**src/rtl/pes_pkg.sv**
```systemverilog
// Package for the pose error statistics block: shared widths, request codes and the
// control types of the iterative divide / square-root unit.
// No dependencies.
package pes_pkg;

    // Default sizing of the per-target statistics.
    localparam int PES_COUNT_BITS  = 20;
    localparam int PES_NUM_TARGETS = 2;

    // Request kinds carried in the input tuser.
    localparam logic [1:0] REQ_TRUTH    = 2'd0;
    localparam logic [1:0] REQ_ESTIMATE = 2'd1;
    localparam logic [1:0] REQ_REPORT   = 2'd2;

    // Operand register of the iterative unit and the width of a square root of it.
    localparam int OPND_W = 56;
    localparam int ROOT_W = OPND_W / 2;
    localparam int STEP_W = 6;

    // Step counts of the three jobs the unit runs.
    localparam logic [STEP_W-1:0] SQRT_STEPS    = STEP_W'(ROOT_W);
    localparam int                SUM_W         = 38;
    localparam int                SQS_W         = 55;
    localparam logic [STEP_W-1:0] SUM_DIV_STEPS = STEP_W'(SUM_W);
    localparam logic [STEP_W-1:0] SQS_DIV_STEPS = STEP_W'(SQS_W);

    typedef enum logic {
        OP_DIV,
        OP_SQRT
    } t_iter_op;

    typedef struct packed {
        logic              start;
        t_iter_op          op;
        logic [STEP_W-1:0] steps;
    } t_iter_ctrl;

endpackage

```
**src/rtl/pes_iter_unit.sv**
```systemverilog
// Shared iterative unit: restoring division and digit-by-digit square root, one
// result bit per cycle through a single subtract-and-compare. Depends on pes_pkg.
module pes_iter_unit
    import pes_pkg::*;
#(
    parameter int COUNT_BITS = PES_COUNT_BITS
) (
    input  logic                  i_clk,
    input  logic                  i_rst_n,
    input  t_iter_ctrl            i_ctrl,
    input  logic [OPND_W-1:0]     i_operand,
    input  logic [COUNT_BITS-1:0] i_divisor,
    output logic                  o_done,
    output logic [OPND_W-1:0]     o_quot,
    output logic [ROOT_W-1:0]     o_root
);

    // The remainder must hold a shifted divisor-sized value or a shifted root remainder.
    localparam int SQRT_REM_W = ROOT_W + 4;
    localparam int SUB_W = (COUNT_BITS + 1 > SQRT_REM_W) ? COUNT_BITS + 1 : SQRT_REM_W;

    t_iter_op              r_op;
    logic [OPND_W-1:0]     r_opnd;
    logic [SUB_W-1:0]      r_rem;
    logic [ROOT_W-1:0]     r_root;
    logic [COUNT_BITS-1:0] r_div;
    logic [STEP_W-1:0]     r_cnt;
    logic                  r_busy;
    logic                  r_done;

    logic [SUB_W-1:0] a_sh;
    logic [SUB_W-1:0] b_op;
    logic [SUB_W:0]   diff;
    logic             take;

    // Bring in the next operand bits and form the trial subtrahend.
    always_comb begin
        if (r_op == OP_SQRT) begin
            a_sh = {r_rem[SUB_W-3:0], r_opnd[OPND_W-1 -: 2]};
            b_op = SUB_W'({r_root, 2'b01});
        end else begin
            a_sh = {r_rem[SUB_W-2:0], r_opnd[OPND_W-1]};
            b_op = SUB_W'(r_div);
        end
        diff = {1'b0, a_sh} - {1'b0, b_op};
        take = ~diff[SUB_W];
    end

    // Sequencing of the steps; the result bit is shifted in on every step.
    always_ff @(posedge i_clk) begin
        r_done <= 1'b0;
        if (i_ctrl.start) begin
            r_op   <= i_ctrl.op;
            r_opnd <= i_operand;
            r_rem  <= '0;
            r_root <= '0;
            r_div  <= i_divisor;
            r_cnt  <= i_ctrl.steps;
            r_busy <= 1'b1;
        end else if (r_busy) begin
            r_rem <= take ? diff[SUB_W-1:0] : a_sh;
            if (r_op == OP_SQRT) begin
                r_opnd <= {r_opnd[OPND_W-3:0], 2'b00};
                r_root <= {r_root[ROOT_W-2:0], take};
            end else begin
                r_opnd <= {r_opnd[OPND_W-2:0], take};
            end
            r_cnt <= r_cnt - STEP_W'(1);
            if (r_cnt == STEP_W'(1)) begin
                r_busy <= 1'b0;
                r_done <= 1'b1;
            end
        end
        if (!i_rst_n) begin
            r_busy <= 1'b0;
            r_done <= 1'b0;
        end
    end

    assign o_done = r_done;
    assign o_quot = r_opnd;
    assign o_root = r_root;

endmodule

```
**src/rtl/pose_error_statistics_top.sv**
```systemverilog
// Pose error statistics: scores position estimates against a stored truth point and
// keeps per-target running count, sum and sum of squares. Depends on pes_pkg, pes_iter_unit.
//
// The block takes one item at a time. A truth update, an unused request or a report on a
// target without samples bypasses the shared divide / square-root unit; an estimate runs
// one square root on it and a report two divisions and a square root. The unit produces
// one result bit per cycle. A finished result waits in an output register, so the next
// item is taken while it is still pending; if that register still holds an untaken result
// when the next one is finished, the block stays busy until the result side takes it.
// Every item yields exactly one result item. The gate limit is written through the
// configuration channel, which is always ready.
module pose_error_statistics_top
    import pes_pkg::*;
#(
    parameter int COUNT_BITS  = PES_COUNT_BITS,
    parameter int NUM_TARGETS = PES_NUM_TARGETS
) (
    input  logic        i_clk,
    input  logic        i_rst_n,
    // Configuration: gate limit, unsigned Q10.16.
    input  logic        i_cfg_valid,
    output logic        o_cfg_ready,
    input  logic [25:0] i_cfg_data,
    // Input items.
    input  logic        s_axis_tvalid,
    output logic        s_axis_tready,
    input  logic [71:0] s_axis_tdata,   // pos_x[23:0], pos_y[47:24], pos_z[71:48]
    input  logic [2:0]  s_axis_tuser,   // req_type[1:0], target_id[2]
    // Result items.
    output logic        m_axis_tvalid,
    input  logic        m_axis_tready,
    output logic [79:0] m_axis_tdata,   // distance[25:0], mean_error[51:26],
                                        // std_error[77:52], zero[79:78]
    output logic [1:0]  m_axis_tuser    // accepted[0], stats_valid[1]
);

    localparam int TW     = (NUM_TARGETS > 1) ? $clog2(NUM_TARGETS) : 1;
    localparam int DIST_W = 26;
    localparam int SSUM_W = 50;
    localparam int PROD_W = 2 * DIST_W;

    typedef enum logic [3:0] {
        ST_IDLE,
        ST_DIFF,
        ST_MUL,
        ST_ADD,
        ST_ROOT_GO,
        ST_ROOT_WAIT,
        ST_DSQ,
        ST_ACCUM,
        ST_DIVS_GO,
        ST_DIVS_WAIT,
        ST_DIVQ_GO,
        ST_DIVQ_WAIT,
        ST_VAR,
        ST_SD_GO,
        ST_SD_WAIT,
        ST_OUT
    } t_state;

    t_state r_state;

    logic [DIST_W-1:0]      r_gate;
    logic signed [23:0]     r_truth [3];
    logic signed [23:0]     r_pos [3];
    logic [1:0]             r_idx;
    logic [TW-1:0]          r_tgt;
    logic                   r_tgt_ok;
    logic [COUNT_BITS-1:0]  r_count [NUM_TARGETS];
    logic [SUM_W-1:0]       r_sum [NUM_TARGETS];
    logic [SQS_W-1:0]       r_sqs [NUM_TARGETS];

    logic [DIST_W-1:0]      r_sq_op;
    logic [PROD_W-1:0]      r_prod;
    logic [SSUM_W-1:0]      r_ssum;
    logic [SQS_W-1:0]       r_q;
    logic [SQS_W-1:0]       r_var;

    logic [DIST_W-1:0]      r_dist;
    logic                   r_acc;
    logic [DIST_W-1:0]      r_mean;
    logic [DIST_W-1:0]      r_sd;
    logic                   r_valid;

    logic                   r_m_valid;
    logic [79:0]            r_m_data;
    logic [1:0]             r_m_user;

    // Input field views.
    logic [1:0]         in_req;
    logic               in_tgt;
    logic signed [23:0] in_x;
    logic signed [23:0] in_y;
    logic signed [23:0] in_z;
    logic               in_tgt_ok;

    assign in_req    = s_axis_tuser[1:0];
    assign in_tgt    = s_axis_tuser[2];
    assign in_x      = s_axis_tdata[23:0];
    assign in_y      = s_axis_tdata[47:24];
    assign in_z      = s_axis_tdata[71:48];
    assign in_tgt_ok = (32'(in_tgt) < NUM_TARGETS);

    // Negation of a truth coordinate, saturating the most negative value.
    function automatic logic [23:0] neg_sat(input logic [23:0] v);
        logic [23:0] res;
        if (v == {1'b1, 23'd0}) begin
            res = {1'b0, {23{1'b1}}};
        end else begin
            res = -v;
        end
        return res;
    endfunction

    // Absolute coordinate difference of the current axis.
    logic signed [24:0] d_ax;
    logic [23:0]        abs_d;
    always_comb begin
        d_ax  = {r_pos[r_idx][23], r_pos[r_idx]} - {r_truth[r_idx][23], r_truth[r_idx]};
        abs_d = d_ax[24] ? 24'(-d_ax) : d_ax[23:0];
    end

    // Saturating accumulations for an accepted distance.
    logic [SUM_W:0] sum_inc;
    logic [SQS_W:0] sqs_inc;
    assign sum_inc = {1'b0, r_sum[r_tgt]} + (SUM_W + 1)'(r_dist);
    assign sqs_inc = {1'b0, r_sqs[r_tgt]} + (SQS_W + 1)'(r_prod);

    // Control of the shared divide / square-root unit.
    t_iter_ctrl            it_ctrl;
    logic [OPND_W-1:0]     it_operand;
    logic                  it_done;
    logic [OPND_W-1:0]     it_quot;
    logic [ROOT_W-1:0]     it_root;

    always_comb begin
        it_ctrl.start = 1'b0;
        it_ctrl.op    = OP_DIV;
        it_ctrl.steps = '0;
        it_operand    = '0;
        case (r_state)
            ST_ROOT_GO: begin
                it_ctrl.start = 1'b1;
                it_ctrl.op    = OP_SQRT;
                it_ctrl.steps = SQRT_STEPS;
                it_operand    = OPND_W'(r_ssum);
            end
            ST_DIVS_GO: begin
                it_ctrl.start = 1'b1;
                it_ctrl.steps = SUM_DIV_STEPS;
                it_operand    = {r_sum[r_tgt], (OPND_W - SUM_W)'(0)};
            end
            ST_DIVQ_GO: begin
                it_ctrl.start = 1'b1;
                it_ctrl.steps = SQS_DIV_STEPS;
                it_operand    = {r_sqs[r_tgt], (OPND_W - SQS_W)'(0)};
            end
            ST_SD_GO: begin
                it_ctrl.start = 1'b1;
                it_ctrl.op    = OP_SQRT;
                it_ctrl.steps = SQRT_STEPS;
                it_operand    = OPND_W'(r_var);
            end
            default: begin
                it_ctrl.start = 1'b0;
            end
        endcase
    end

    pes_iter_unit #(
        .COUNT_BITS(COUNT_BITS)
    ) u_iter (
        .i_clk    (i_clk),
        .i_rst_n  (i_rst_n),
        .i_ctrl   (it_ctrl),
        .i_operand(it_operand),
        .i_divisor(r_count[r_tgt]),
        .o_done   (it_done),
        .o_quot   (it_quot),
        .o_root   (it_root)
    );

    // Squaring multiplier, registered every cycle.
    always_ff @(posedge i_clk) begin
        r_prod <= r_sq_op * r_sq_op;
    end

    // Sequencer, statistics state and output register.
    always_ff @(posedge i_clk) begin
        if (i_cfg_valid) begin
            r_gate <= i_cfg_data;
        end
        if (r_m_valid && m_axis_tready) begin
            r_m_valid <= 1'b0;
        end

        case (r_state)
            ST_IDLE: begin
                if (s_axis_tvalid) begin
                    r_pos[0] <= in_x;
                    r_pos[1] <= in_y;
                    r_pos[2] <= in_z;
                    r_tgt    <= TW'(in_tgt);
                    r_tgt_ok <= in_tgt_ok;
                    r_idx    <= 2'd0;
                    r_ssum   <= '0;
                    r_dist   <= '0;
                    r_acc    <= 1'b0;
                    r_mean   <= '0;
                    r_sd     <= '0;
                    r_valid  <= 1'b0;
                    case (in_req)
                        REQ_TRUTH: begin
                            r_truth[0] <= in_x;
                            r_truth[1] <= neg_sat(in_y);
                            r_truth[2] <= neg_sat(in_z);
                            r_state    <= ST_OUT;
                        end
                        REQ_ESTIMATE: begin
                            r_state <= ST_DIFF;
                        end
                        REQ_REPORT: begin
                            if (in_tgt_ok && r_count[TW'(in_tgt)] != '0) begin
                                r_state <= ST_DIVS_GO;
                            end else begin
                                r_state <= ST_OUT;
                            end
                        end
                        default: begin
                            r_state <= ST_OUT;
                        end
                    endcase
                end
            end
            // Sum of squared axis differences, one axis per pass.
            ST_DIFF: begin
                r_sq_op <= DIST_W'(abs_d);
                r_state <= ST_MUL;
            end
            ST_MUL: begin
                r_state <= ST_ADD;
            end
            ST_ADD: begin
                r_ssum <= r_ssum + SSUM_W'(r_prod);
                if (r_idx == 2'd2) begin
                    r_state <= ST_ROOT_GO;
                end else begin
                    r_idx   <= r_idx + 2'd1;
                    r_state <= ST_DIFF;
                end
            end
            ST_ROOT_GO: begin
                r_state <= ST_ROOT_WAIT;
            end
            ST_ROOT_WAIT: begin
                if (it_done) begin
                    r_dist  <= it_root[DIST_W-1:0];
                    r_sq_op <= it_root[DIST_W-1:0];
                    r_state <= ST_DSQ;
                end
            end
            ST_DSQ: begin
                r_state <= ST_ACCUM;
            end
            // Gate and accumulate the distance into the chosen target.
            ST_ACCUM: begin
                if (r_tgt_ok && r_dist <= r_gate && r_count[r_tgt] != '1) begin
                    r_count[r_tgt] <= r_count[r_tgt] + COUNT_BITS'(1);
                    r_sum[r_tgt]   <= sum_inc[SUM_W] ? '1 : sum_inc[SUM_W-1:0];
                    r_sqs[r_tgt]   <= sqs_inc[SQS_W] ? '1 : sqs_inc[SQS_W-1:0];
                    r_acc          <= 1'b1;
                end
                r_state <= ST_OUT;
            end
            // Report: mean, mean of squares, variance, then its root.
            ST_DIVS_GO: begin
                r_state <= ST_DIVS_WAIT;
            end
            ST_DIVS_WAIT: begin
                if (it_done) begin
                    r_mean  <= it_quot[DIST_W-1:0];
                    r_sq_op <= it_quot[DIST_W-1:0];
                    r_state <= ST_DIVQ_GO;
                end
            end
            ST_DIVQ_GO: begin
                r_state <= ST_DIVQ_WAIT;
            end
            ST_DIVQ_WAIT: begin
                if (it_done) begin
                    r_q     <= it_quot[SQS_W-1:0];
                    r_state <= ST_VAR;
                end
            end
            ST_VAR: begin
                r_var   <= (r_q > SQS_W'(r_prod)) ? r_q - SQS_W'(r_prod) : '0;
                r_state <= ST_SD_GO;
            end
            ST_SD_GO: begin
                r_state <= ST_SD_WAIT;
            end
            ST_SD_WAIT: begin
                if (it_done) begin
                    r_sd    <= it_root[DIST_W-1:0];
                    r_valid <= 1'b1;
                    r_state <= ST_OUT;
                end
            end
            // Hand the result to the output register once it is free.
            ST_OUT: begin
                if (!r_m_valid || m_axis_tready) begin
                    r_m_data  <= {2'b00, r_sd, r_mean, r_dist};
                    r_m_user  <= {r_valid, r_acc};
                    r_m_valid <= 1'b1;
                    r_state   <= ST_IDLE;
                end
            end
            default: begin
                r_state <= ST_IDLE;
            end
        endcase

        if (!i_rst_n) begin
            r_state   <= ST_IDLE;
            r_m_valid <= 1'b0;
            r_gate    <= DIST_W'(131072);
            for (int i = 0; i < 3; i++) begin
                r_truth[i] <= '0;
            end
            for (int t = 0; t < NUM_TARGETS; t++) begin
                r_count[t] <= '0;
                r_sum[t]   <= '0;
                r_sqs[t]   <= '0;
            end
        end
    end

    assign o_cfg_ready   = 1'b1;
    assign s_axis_tready = (r_state == ST_IDLE);
    assign m_axis_tvalid = r_m_valid;
    assign m_axis_tdata  = r_m_data;
    assign m_axis_tuser  = r_m_user;

endmodule

```
**config.mk**
```make
export PLATFORM = sky130hd
export DESIGN_NAME = pose_error_statistics_top
export DESIGN_NICKNAME = d
export VERILOG_FILES = /design/src/rtl/pes_pkg.sv /design/src/rtl/pes_iter_unit.sv /design/src/rtl/pose_error_statistics_top.sv
export SDC_FILE = /design/constraint.sdc
export NUM_CORES = 2
export LEC_CHECK = 0
export ABC_CLOCK_PERIOD_IN_PS = 8350
export BUFFER_PORTS_ARGS = -buffer_cell sky130_fd_sc_hd__buf_2
export CAP_MARGIN = 5
export CORE_UTILIZATION = 35
export DETAILED_ROUTE_END_ITERATION = 16
export GPL_TIMING_DRIVEN = 0
export PLACE_DENSITY_LB_ADDON = 0.08
export SLEW_MARGIN = 20
export SYNTH_ARGS = -nofsm -noshare
export SYNTH_HDL_FRONTEND = slang
export SYNTH_SLANG_ARGS = --single-unit
export TNS_END_PERCENT = 100
```
**constraint.sdc**
```tcl
create_clock -name i_clk -period 8.35 [get_ports i_clk]
set_input_delay 0.835 -clock i_clk [delete_from_list [all_inputs] [get_ports i_clk]]
set_output_delay 0.835 -clock i_clk [all_outputs]
set_load 0.005 [all_outputs]
```
* Word level (Yosys, flattened, before mapping) *
Memories as Yosys holds them, arrays and structs flattened. A register that Yosys moved wholly into a read port is not among the register bits.
Index checks and enable logic that the tools add are counted.

operators by class
  reductions and logical operators = 29
  multipliers = 1
  order comparisons = 2
  bitwise gates (word level) = 6
  $add $sub $neg = 12
  muxes and demuxes = 76
  equal/unequal tests = 30

operators with widths
  cell                                             number
  24-bit 2-to-1 mux                                12
  56-bit case mux with 4 select lines              1
  56-bit 2-to-1 mux                                3
  26-bit case mux with 2 select lines              3
  50-bit case mux with 2 select lines              1
  26-bit 2-to-1 mux                                3
  26-bit case mux with 3 select lines              1
  24-bit negator                                   3
  4-bit case mux with 16 select lines              1
  55-bit by 52-bit adder with 56-bit output        1
  55-bit by 52-bit > comparator with 1-bit output  1
  55-bit 2-to-1 mux                                1
  55-bit by 52-bit subtractor with 55-bit output   1
  26-bit by 26-bit multiplier with 52-bit output   1
  50-bit adder                                     1
  50-bit 2-to-1 mux                                1
  24-bit == test, second input constant            2
  38-bit by 26-bit adder with 39-bit output        1
  38-bit 2-to-1 mux                                1
  32-bit by 30-bit subtractor with 33-bit output   1
  4-bit == test, second input constant             8
  32-bit 2-to-1 mux                                1
  31-bit 2-to-1 mux                                1
  30-bit 2-to-1 mux                                1
  39 further kinds                                 105

storage, ports and cells
  bits in writable memories = 370
  word-level logic and storage cells = 186
  output and inout bits = 85
  bits of input ports = 106
  flip-flop bits (word level) = 576
  memories kept = 5

memory list
  memory   depth  bits a word  read ports  clocked after memory_dff  write ports  RTL line                         text
  r_sqs    2      55           1           1                         3            pose_error_statistics_top.sv:71  logic [SQS_W-1:0] r_sqs [NUM_TARGETS];
  r_sum    2      38           1           1                         3            pose_error_statistics_top.sv:70  logic [SUM_W-1:0] r_sum [NUM_TARGETS];
  r_pos    3      24           1           1                         3            pose_error_statistics_top.sv:65  logic signed [23:0] r_pos [3];
  r_truth  3      24           1           1                         3            pose_error_statistics_top.sv:64  logic signed [23:0] r_truth [3];
  r_count  2      20           2           1                         3            pose_error_statistics_top.sv:69  logic [COUNT_BITS-1:0] r_count [NUM_TARGETS];

* Logic depth before layout (Yosys ltp) *
  word-level depth = 6
  depth in mapped cells = 29
  gate-level depth less buffers = 28

* Modules after synthesis *
Synthesis repeated with hierarchy kept, for this count alone.

second synthesis, totals
  cell total of the unflattened synthesis = 7552
  area total of the unflattened synthesis = 71826.4 um^2

by module, submodules not included
  module                     area an instance (um^2)  times used  sequential area each (um^2)  cells each
  pose_error_statistics_top  63378.3                  1           20309.5                      6685
  pes_iter_unit              8448.1                   1           3713.6                       867

* Worst setup path before layout *
Ideal clock, no wire load.

  kind = register to register
  from = register r_sq_op[23]
  to = register r_prod[48]
  setup slack = 1.105 ns
  required time = 8.278 ns
  cell stages (with the launch flop) = 26
  clock period less this slack = 7.245 ns
  path buffers = 2
  library setup time = 0.072 ns
  arrival time = 7.173 ns
  path through = edfxtp_1 > clkbuf_1 > clkbuf_1 > nand2_1 > fa_1 > inv_1 > fa_1 > fa_1 > fa_1 > fa_1 > fa_1 > inv_1 > fa_1 > inv_1 > ha_1 > a21oi_1 > a21oi_1 > or2_2 > a31oi_1 > nor2_1 > a221oi_1 > a21oi_1 > a221oi_1 > o21ai_0 > a31oi_1 > xnor2_1

on the way
  longest elaborated chain between the ends = 1

ends and longest elaborated chain
  element                                         RTL line                          text
  from (decl)                                     pose_error_statistics_top.sv:73   logic [DIST_W-1:0] r_sq_op;
  from (signal assigned)                          pose_error_statistics_top.sv:237  r_sq_op <= DIST_W'(abs_d);
  from (signal assigned)                          pose_error_statistics_top.sv:258  r_sq_op <= it_root[DIST_W-1:0];
  from (signal assigned)                          pose_error_statistics_top.sv:282  r_sq_op <= it_quot[DIST_W-1:0];
  26-bit by 26-bit multiplier with 52-bit output  pose_error_statistics_top.sv:185  r_prod <= r_sq_op * r_sq_op;
  to (signal assigned)                            pose_error_statistics_top.sv:185
  to (decl)                                       pose_error_statistics_top.sv:74   logic [PROD_W-1:0] r_prod;

Every way passes these cells.
A chain may end at the register's enable or synchronous reset.

==> impl_results.md <==
* Setup violators final at 0
* Seq/Total Area, Yosys at 33.8%
* Drt first pass iters at 5
* Endpoint of the worst-slack reg-to-reg timing path: r_sum[1][17]$_SDFFE_PN0P_
* Max Used Layer: met5
* Top-count cell post-synth: inv_1
* GPL Wtd Cong at 0.933
* Fillers at 20300
* CP startpoint kind: flop
* Cts hold-fix bufs at 0
* Area grow syn2layout at 12.7%
* FF+latch area at 0.0240 sq mm
* Global-route wire length before repair at 375000 um
* Layout cells sized above 1 at 9.47%
* Main synth FF type: edfxtp_1
* CTS H-tree depth at 3
* CP required at 9030 ps
* Top cells by count, synth: inv_1, nand2_1, nor2_1
* Synth Instances at 7514
* Worst clock skew at 54.4 ps
* Outcome: finished clean
* Synth top area cells: edfxtp_1, fa_1, dfxtp_1
* Num CTS Buffers at 112
* Initial antenna violation count at 15
* Core area at 0.202 sq mm
* EDFF count, synth at 504
* Clk slew on worst S/H paths at 60 ps
* Vias in the first global route at 57100
* Yosys warns at 0
* Register-to-register setup slack at 170 ps
* Final Cycle Share at 98.0%
* Syn Area/Cell at 9.47 sq um
* Hold path startpoint: s_axis_tdata[7]
* Worst-margin pin slew at 1190 ps
* Slew margin rel. at 20.9%
* # IOs at 191
* F_max at 122 MHz
* Max-cap violation count at 0
* WHS Path Cells at 1
* Root Driver: clkbuf_16
* Layout Utilization at 39.7%
* Via/cell ratio at 5.29
* Row cnt at 165
* Slew Viols, Final at 0
* WS Path Type: reg2reg
* Post-layout minimum cycle time at 8180 ps
* CTS tree: built
* M1 wire length at 115000 um
* Synthesis-stage register bit count at 948
* Remaining antenna violation count at 0
* Die height at 453 um
* Clk buf depth at 3
* Clock sinks at 948
* Remaining DRCs at 0
* Worst Path Arrival at 8870 ps
* Hold crit path type: in2reg
* IO Port Bufs at 186
* FFs w/ async S/R, synth at 0%
* Mapped Area at 0.0711 sq mm
* HPWL Detailed at 207000 um
* Via count at 56400
* Nets at 8975
* Synth unique cells at 99
* Final hold vios at 0
* Total GRT Usage at 24.8%
* Area of the multi-input gates at 0.0424 sq mm
* Met2 wire length at 119000 um
* Die area at 0.205 sq mm
* Clock Latency Late Sink at 790 ps
* DR WL/cell at 24.0 um
* Largest net degree at the start of global routing at 49
* Met3 WL at 14600 um
* R2R cell count at 21
* Maximum fanout along the worst path at 10
* Hold endpoint: r_pos[0][7]$_DFFE_PP_
* Die width at 453 um
* Grt total ovfl at 0
* Starting Density at 35.2%
* Area leader, netlist: edfxtp_1
* Crit path capture type: flop
* Top-area cell type share of the netlist area at 21.3%
* Final Routed Wirelength at 256000 um
* Initial drt markers at 4491
registers in the layout, summed over array words and instances (netlist names), 20 cells and up, named ones only:
name,count
r_sqs,110
m_axis_tdata,78
r_sum,76
r_pos,72
r_truth,72
u_iter.o_quot,56
r_q,55
r_var,55
r_prod,51
r_ssum,50
r_count,40
u_iter.r_rem,31
u_iter.o_root,28
r_dist,26
r_gate,26
r_mean,26
r_sd,26
r_sq_op,26
u_iter.r_div,20
cell usage in the layout, fill, tap and decap left out, types with 115 or more instances in the layout:
cell         n
xnor2_1    208
fa_1       524
o21ai_0    330
and2_1     235
a211oi_1   187
inv_1      911
clkbuf_16  115
mux2_2     133
nand2_1    637
a21o_1     156
dfxtp_1    444
clkbuf_1   265
buf_2      205
edfxtp_1   504
a21oi_1    553
ha_1       463
nor2_1     584
xor2_1     137
mux2i_1    142
final cells by class:
class,count,area share (%)
diodes,14,0.0437
plain buffers,348,1.87
clock buffers,156,3.97
clock inverters,57,0.673
inverters,918,4.32
multi-input cells,5298,52.9
flip-flops and latches,948,30.0
well taps,2672,4.17
repair buffers,254,2.07
metrics by stage:
step	hold WS (ps)	worst slack, ps	area, sq um	TNS (ps)	instances
after floorplan	400	1100	71100	0	7515
after global placement	403	-915	75400	-8450	10400
after detailed placement	405	-915	75800	-7880	10400
after CTS	179	7.84	79900	0	10600
after global routing	214	-29.5	80100	-33.8	10700
final	245	168	80200	0	10700
worst max-delay path, stage by stage (launching register included):
cell and delay [ps]:
dfxtp_1 300, buf_4 270, buf_2 310, buf_2 330, buf_2 430, clkbuf_1 850, clkbuf_2 750, mux2_2 350
ha_1 180, inv_1 60, fa_1 420, nor2b_1 140, o21a_1 180, o21ai_1 100, a211o_1 340, a211oi_1 540
o21ai_1 260, o211a_1 440, nor3_2 950, buf_2 450, nor2_1 110, a211oi_1 260
timing repair:
item	in CTS	in global routing
setup buffers	29	16
endpoints found under the hold margin	0	0
endpoints found under the setup margin	14	13
pin swaps	0	5
resized for setup	61	50
cloned	0	0
logic make-up (layout without fill, tap and decap cells):
| group | count (synthesis) | after routing | share of synthesized area (%) |
|---|---|---|---|
| simple gates | 1983 | 1983 | 13.0 |
| other cells | 2 | 17 | 0.0106 |
| buf+inv | 1269 | 1733 | 6.79 |
| compound gates | 1702 | 1702 | 15.2 |
| fa+ha+maj | 990 | 990 | 22.9 |
| xor+xnor | 345 | 345 | 4.25 |
| flops | 948 | 948 | 33.8 |
| mux | 275 | 275 | 4.10 |
worst max-delay path by stage:
| stage | from | endpoint | cells past startpoint |
|---|---|---|---|
| 2_1_floorplan | r_sq_op[23]$_DFFE_PP_ | r_prod[48]$_DFF_P_ | 25 |
| 3_3_place_gp | r_sq_op[7]$_DFFE_PP_ | r_prod[48]$_DFF_P_ | 26 |
| 3_5_place_dp | r_sq_op[7]$_DFFE_PP_ | r_prod[48]$_DFF_P_ | 26 |
| 4_1_cts | r_sq_op[3]$_DFFE_PP_ | r_prod[47]$_DFF_P_ | 29 |
| 5_1_grt | r_sq_op[15]$_DFFE_PP_ | r_prod[47]$_DFF_P_ | 27 |
| 6_report | flop | r_sum[1][17]$_SDFFE_PN0P_ | 21 |
layer usage:
metal	vias to the layer above	GRT usage [%]
met3	281	3.72
met4	8	6.67
met1	28100	34.0
met5	-	0
met2	1523	40.6
li1	26500	-
Power is not shown: default switching activity piles up to over one toggle a cycle in this logic, so the estimate is an artifact.
